**src/design/c8ise_pkg.sv**
```systemverilog
// c8ise_pkg: shared constants, types and helper functions of the chip8 subset executor
// used by the controller, the datapath, the top level and the checker; no dependencies
`timescale 1ns / 1ps
`default_nettype none

package c8ise_pkg;

   // storage geometry; memory size must stay a power of two (512 to 4096)
   localparam int MEM_AW    = 12;
   localparam int MEM_BYTES = 1 << MEM_AW;
   localparam int ADDR_W    = 12;
   localparam int DISP_W    = 64;
   localparam int DISP_H    = 32;
   localparam int ROW_W     = $clog2(DISP_H);
   localparam int COL_W     = $clog2(DISP_W);
   localparam int CSR_IDX_W = 1;
   localparam int CSR_W     = 16;

   // reset values
   localparam logic [ADDR_W-1:0] PC_RESET      = 12'd512;
   localparam logic [15:0]       SEED_FALLBACK = 16'd44257;

   // request kinds
   localparam logic [1:0] REQ_LOAD = 2'd0;
   localparam logic [1:0] REQ_EXEC = 2'd1;
   localparam logic [1:0] REQ_READ = 2'd2;

   // configuration register indexes
   localparam logic [CSR_IDX_W-1:0] CSR_START_ADDRESS = 1'b0;
   localparam logic [CSR_IDX_W-1:0] CSR_RANDOM_SEED   = 1'b1;

   // opcode classes (top nibble)
   localparam logic [3:0] OPC_JUMP      = 4'h1;
   localparam logic [3:0] OPC_SKIP_EQ   = 4'h3;
   localparam logic [3:0] OPC_ADD_IMM   = 4'h7;
   localparam logic [3:0] OPC_SET_INDEX = 4'hA;
   localparam logic [3:0] OPC_RANDOM    = 4'hC;
   localparam logic [3:0] OPC_DRAW      = 4'hD;

   localparam logic [3:0] VF_INDEX = 4'hF;

   // memory read address select
   typedef logic [1:0] rd_sel_type;
   localparam rd_sel_type RD_PC           = 2'd0;
   localparam rd_sel_type RD_PC_NEXT      = 2'd1;
   localparam rd_sel_type RD_SPRITE_FIRST = 2'd2;
   localparam rd_sel_type RD_SPRITE_NEXT  = 2'd3;

   // controller to datapath commands
   typedef struct packed {
      logic       capture_req;
      logic       clear_wr;
      logic       load_wr;
      rd_sel_type rd_sel;
      logic       cap_hi;
      logic       cap_lo;
      logic       exec;
      logic       draw_start;
      logic       draw_row;
      logic       draw_end;
      logic       rsp_load;
   } dp_cmd_type;

   // datapath to controller status
   typedef struct packed {
      logic       is_draw;
      logic       n_zero;
      logic       draw_last;
      logic       clear_last;
   } dp_stat_type;

   // fibonacci lfsr x^16+x^14+x^13+x^11+1, shifting right
   function automatic logic [15:0] lfsr_next(input logic [15:0] v);
      logic fb;
      fb = v[0] ^ v[2] ^ v[3] ^ v[5];
      return {fb, v[15:1]};
   endfunction

   function automatic logic is_implemented(input logic [3:0] nib);
      return (nib == OPC_JUMP) || (nib == OPC_SKIP_EQ) || (nib == OPC_ADD_IMM) ||
             (nib == OPC_SET_INDEX) || (nib == OPC_RANDOM) || (nib == OPC_DRAW);
   endfunction

endpackage

`default_nettype wire

```
**src/design/c8ise_ctrl.sv**
```systemverilog
// c8ise_ctrl: sequencer of the chip8 subset executor, issues datapath commands
// and owns the input ready and result valid; uses c8ise_pkg
`timescale 1ns / 1ps
`default_nettype none

module c8ise_ctrl (
   input  wire logic                   clock,
   input  wire logic                   reset,
   input  wire logic                   req_valid,
   output logic                        req_ready,
   input  wire logic [1:0]             req_type,
   output logic                        rsp_valid,
   input  wire logic                   rsp_ready,
   input  wire c8ise_pkg::dp_stat_type stat,
   output c8ise_pkg::dp_cmd_type       cmd
);
   import c8ise_pkg::*;

   localparam logic [3:0] S_CLEAR    = 4'd0;
   localparam logic [3:0] S_IDLE     = 4'd1;
   localparam logic [3:0] S_LOAD     = 4'd2;
   localparam logic [3:0] S_FETCH_HI = 4'd3;
   localparam logic [3:0] S_FETCH_LO = 4'd4;
   localparam logic [3:0] S_DECODE   = 4'd5;
   localparam logic [3:0] S_EXEC     = 4'd6;
   localparam logic [3:0] S_DRAW_VY  = 4'd7;
   localparam logic [3:0] S_DRAW_ROW = 4'd8;
   localparam logic [3:0] S_DRAW_END = 4'd9;
   localparam logic [3:0] S_DONE     = 4'd10;

   logic [3:0] state_ff, state_in;
   logic       rsp_valid_ff, rsp_valid_in;
   logic       accept;
   logic       commit;

   assign req_ready = (state_ff == S_IDLE);
   assign accept    = req_valid & req_ready;
   assign commit    = (state_ff == S_DONE) & (~rsp_valid_ff | rsp_ready);
   assign rsp_valid = rsp_valid_ff;

   // result slot: filled on commit, emptied on transfer
   assign rsp_valid_in = commit | (rsp_valid_ff & ~rsp_ready);

   // next state and commands
   always_comb begin
      state_in = state_ff;
      cmd      = '0;
      cmd.rd_sel = RD_PC;
      unique case (state_ff)
         S_CLEAR: begin
            cmd.clear_wr = 1'b1;
            if (stat.clear_last) begin
               state_in = S_IDLE;
            end
         end
         S_IDLE: begin
            cmd.capture_req = accept;
            if (accept) begin
               unique case (req_type)
                  REQ_LOAD: state_in = S_LOAD;
                  REQ_EXEC: state_in = S_FETCH_HI;
                  default:  state_in = S_DONE;
               endcase
            end
         end
         S_LOAD: begin
            cmd.load_wr = 1'b1;
            state_in    = S_DONE;
         end
         S_FETCH_HI: begin
            cmd.rd_sel = RD_PC;
            state_in   = S_FETCH_LO;
         end
         S_FETCH_LO: begin
            cmd.rd_sel = RD_PC_NEXT;
            cmd.cap_hi = 1'b1;
            state_in   = S_DECODE;
         end
         S_DECODE: begin
            cmd.cap_lo = 1'b1;
            state_in   = S_EXEC;
         end
         S_EXEC: begin
            cmd.exec = 1'b1;
            state_in = stat.is_draw ? S_DRAW_VY : S_DONE;
         end
         S_DRAW_VY: begin
            cmd.draw_start = 1'b1;
            cmd.rd_sel     = RD_SPRITE_FIRST;
            state_in       = stat.n_zero ? S_DRAW_END : S_DRAW_ROW;
         end
         S_DRAW_ROW: begin
            cmd.draw_row = 1'b1;
            cmd.rd_sel   = RD_SPRITE_NEXT;
            if (stat.draw_last) begin
               state_in = S_DRAW_END;
            end
         end
         S_DRAW_END: begin
            cmd.draw_end = 1'b1;
            state_in     = S_DONE;
         end
         S_DONE: begin
            cmd.rsp_load = commit;
            if (commit) begin
               state_in = S_IDLE;
            end
         end
         default: begin
            state_in = S_IDLE;
         end
      endcase
   end

   always_ff @(posedge clock) begin
      if (reset) begin
         state_ff     <= S_CLEAR;
         rsp_valid_ff <= 1'b0;
      end else begin
         state_ff     <= state_in;
         rsp_valid_ff <= rsp_valid_in;
      end
   end

endmodule

`default_nettype wire

```
**config.mk**
```make
export PLATFORM = sky130hd
export DESIGN_NAME = c8ise_ctrl
export DESIGN_NICKNAME = d
export VERILOG_FILES = /design/src/design/c8ise_pkg.sv /design/src/design/c8ise_ctrl.sv
export SDC_FILE = /design/constraint.sdc
export NUM_CORES = 1
export LEC_CHECK = 0
export ABC_AREA = 1
export BUFFER_PORTS_ARGS = -buffer_cell sky130_fd_sc_hd__buf_2
export CAP_MARGIN = 20
export CORE_AREA = 2 2 39 41
export DETAILED_ROUTE_END_ITERATION = 8
export DIE_AREA = 0 0 41 43
export PLACE_DENSITY_LB_ADDON = 0.3
export SLEW_MARGIN = 5
export SYNTH_ARGS = -nofsm -noshare
export SYNTH_HDL_FRONTEND = slang
export SYNTH_SLANG_ARGS = --single-unit
```
**constraint.sdc**
```tcl
create_clock -name clock -period 1.9 [get_ports clock]
set_clock_uncertainty 0.1 [all_clocks]
set_input_delay 0.19 -clock clock [delete_from_list [all_inputs] [get_ports clock]]
set_output_delay 0.19 -clock clock [all_outputs]
set_load 0.02 [all_outputs]
```
Word level (Yosys, flattened, before mapping) --
Index checks and enable logic that the tools add are counted.
Cells by class: equality and inequality tests 15, muxes and demuxes 19, bitwise logic cells 7, reductions and logical operators 4
Operators with widths (count):
- 4-bit case mux with 10 select lines | 1
- 4-bit 2-to-1 mux | 5
- 4-bit by 3-bit == test with 1-bit output, second input constant | 4
- 4-bit == test, second input constant | 3
- 1-bit 2-to-1 mux | 11
- 4-bit by 2-bit == test with 1-bit output, second input constant | 2
- 4-bit case mux with 2 select lines | 1
- 2-bit != test, second input constant | 3
- 2-bit case mux with 3 select lines | 1
- 4-bit by 1-bit == test with 1-bit output, second input constant | 1
- 4-bit logical NOT | 1
- 4-bit AND reduction | 1
- 1-bit AND | 3
- 2-bit by 1-bit == test with 1-bit output, second input constant | 1
- 2-bit logical NOT | 1
- 2-bit by 1-bit != test with 1-bit output, second input constant | 1
- 1-bit inverter | 2
- 1-bit bitwise OR | 2
- 2-bit OR reduction | 1
Storage, ports and cells: flip-flop bits (word level) 5, output and inout port bits 14

Depth between registers and ports, before layout --
depth in word-level cells 5, depth in mapped cells 10, mapped depth without buffers 9

Worst setup path before layout --
No wires, ideal clock.
path kind flip-flop to output port, start point reg state_ff[1], end point out cmd[10] (netlist bit), arrival 1.150 ns, path slack 0.460 ns, stages on the path, launching flop included 3, cell sequence dfxtp_1 buf_4 nor4_1
RTL lines:
- start, declared | RTL line c8ise_ctrl.sv:31 | logic [3:0] state_ff, state_in;
- start signal, assigned | RTL line c8ise_ctrl.sv:120 | state_ff <= state_in;
- end, declared | RTL line c8ise_ctrl.sv:15 | output c8ise_pkg::dp_cmd_type cmd

==> run_results.csv <==
group,metric,value,unit
outcome,status,"complete, no violations",
pwr,power_per_cell_area,1467,mW/mm2
yosys,synthesis.yosys.warnings,0,
job,maxCapViolCount,0,
clocking,cts-resized-gates,0,
layout,fill_cells,160,
timing,timing_worst_slew_pin_value,0.3315,ns
grt,initial_antenna_violation_count,0,
grt,globalRouteOverflowTotal,0,
critical_path,cp_num_buf_inv,3,
routing,wl_per_cell,8.915,um
clocking,clock_tree.htree_level_count,1,
timing,timing.final.hold_violations,0,
layout,syn2layout_area_growth,32.54,%
placement,detailed_place_hpwl,969.9,um
routing,postRouteWirelength,1159,um
clocking,cts_hold_buf,0,
layout,num-nets-final,125,
timing,fmaxAchievable,622.5,MHz
timing,unrepaired_setup_endpoints_after_global_routing,"false",
yosys,yosys.cell_types.count,16,
clocking,cts.clk_slew.worst_paths,0.04,ns
pwr,total_leakage_power,0.4085,nW
critical_path,worstSetupPathType,"register to output port",
yosys,synth_nets,98,
routing,drc,0,
grt,groute.usage.overall,14.96,%
critical_path,cp_data_required_time,1.61,ns
floorplanning,start_util,34.18,%
timing,timing.final.max_slew_violations,0,
critical_path,cp-start-kind,"register",
critical_path,crit_path_cell_trace,"inv_2, nor2_2, nand2_1, inv_1, buf_2",
yosys,syn-instance-count,88,
placement,place.gp.congestion,0.8831,
grt,grt_start_max_net_pins,9,
yosys,combined_area_of_all_synthesized_cells,473.0,um2
timing,setup_tns,0,ns
critical_path,crit_path_end_kind,"output port",
critical_path,critical_path_peak_fanout,8,
grt,grt_first_pass_wirelength,1828,um
grt,number_of_global_route_vias_before_repair,475,
timing,timing.final.ws_setup,0.2935,ns
routing,initialDrtViolationCount,17,
floorplanning,io-pin-count,24,
clocking,cts_buf_count,3,
timing,layout_worst_path_cycle_share,84.55,%
hold_path,min_path_type,"input port to register",
routing,ant_nets,0,
pwr,irDropWorstVdd,466.8,uV
routing,via_count,595,
clocking,clkSinkCount,5,
yosys,seq_area_frac_synth,21.16,%
critical_path,slowest_stage,"dfxtp_1",
floorplanning,core-area,0.001384,mm2
floorplanning,fp-row-count,14,
placement,io_buffers,23,
clocking,cts-root-buf,"clkbuf_4",
clocking,clock_path_buffers,2,
layout,layout-drive-gt1-share,36.84,%
floorplanning,die_x,41,um
layout,seqCellArea,100.1,um2
layout,multiInputGateArea,294.0,um2
timing,min_period,1.606,ns
yosys,synth.ff_latch_count,5,
routing,drtPass1Iterations,5,
critical_path,worst_path_dominant_cell_family,"flip-flops",
floorplanning,design.die.area,0.001763,mm2
yosys,avgSynthCellArea,5.374,um2
clocking,postCtsSetupBuffers,0,
layout,n_antenna_cell,0,
timing,slew_headroom,77.87,%
critical_path,arrival,1.32,ns
floorplanning,floorplan_die_height,43,um
critical_path,max_stage_delay_on_crit_path,0.51,ns
placement,post_place_worst_slack,0.5102,ns
clocking,tritoncts,"done",
routing,detail_route.vias_per_cell,4.577,
clocking,clk_latency,0.23,ns
timing,finalSetupViolCount,0,
[metrics by stage]
stage	utilization (%)	power (mW)	instances	hold WS [ns]	area, um2
final	45.30	0.9199	130	0.08012	626.9
after global routing	45.30	1.011	130	0.09074	626.9
after CTS	45.30	0.9265	130	0.07324	626.9
after detailed placement	43.40	0.8035	126	0.3292	600.6
after global placement	43.40	0.8025	126	0.3362	600.6
after floorplan	-	0.6562	88	0.1591	473.0
[area by class of cell]
class / count / area share, %
sequential: 5 / 15.97
inverter: 19 / 11.38
timing repair buffer: 23 / 18.36
multi-input combinational: 63 / 46.91
clock buffer: 4 / 4.192
tap: 16 / 3.194
[cells by family after synthesis]
kind of cell           count (synthesis)  synth area share [%]
AND/OR/NAND/NOR                       59                 57.67
buffers and inverters                 20                 16.67
flip-flops                             5                 21.16
AO/OA/AOI/OAI                          4                 4.497
[worst paths after layout]
kind	startpoint	end	slack [ns]	cells past startpoint
setup / recovery	state_ff[1]	cmd[9]	0.29	5
setup reg to reg	state_ff[1]	state_ff[0]	0.48	9
hold reg to reg	rsp_valid	rsp_valid	0.46	4
hold / removal	reset	state_ff[3]	0.08	2
[synth_stat cells, drive strengths merged]
master / instances / area share [%]
a21oi: 3 / 3.2
nand2: 25 / 22
nand3b: 1 / 1.6
a31oi: 1 / 1.3
nand4: 1 / 1.3
inv: 19 / 15
dfxtp: 5 / 21
nor3: 1 / 1.1
nand3: 7 / 7.4
nor2: 23 / 23
nor4: 1 / 1.3
buf: 1 / 1.6
[layer usage]
layer	vias to the layer above	GRT usage, %	routed length (um)
met5	-	0	0
met4	0	4.000	0
met3	0	4.712	54
met2	20	22.81	566
met1	255	19.61	539
li1	320	-	-
[state kept, by name (all words and copies together) (netlist names)]
signal and flops:
state_ff 4, rsp_valid 1
[cell usage in the layout (no fill, tap or decap), types with 3 or more instances in the layout]
cell type   n
clkbuf_4    3
inv_2       5
nor2_2      6
inv_1      14
nand2_2     4
a21oi_1     3
dfxtp_1     5
buf_2      23
nand3_1     7
nand2_1    21
nor2_1     16
[power by group]
part | internal (mW) | total (mW) | switching [mW]
combinational | 0.205 | 0.609 | 0.404
clock | 0.0792 | 0.120 | 0.0411
sequential | 0.137 | 0.190 | 0.0530
Power figures use the tool's default switching activity.
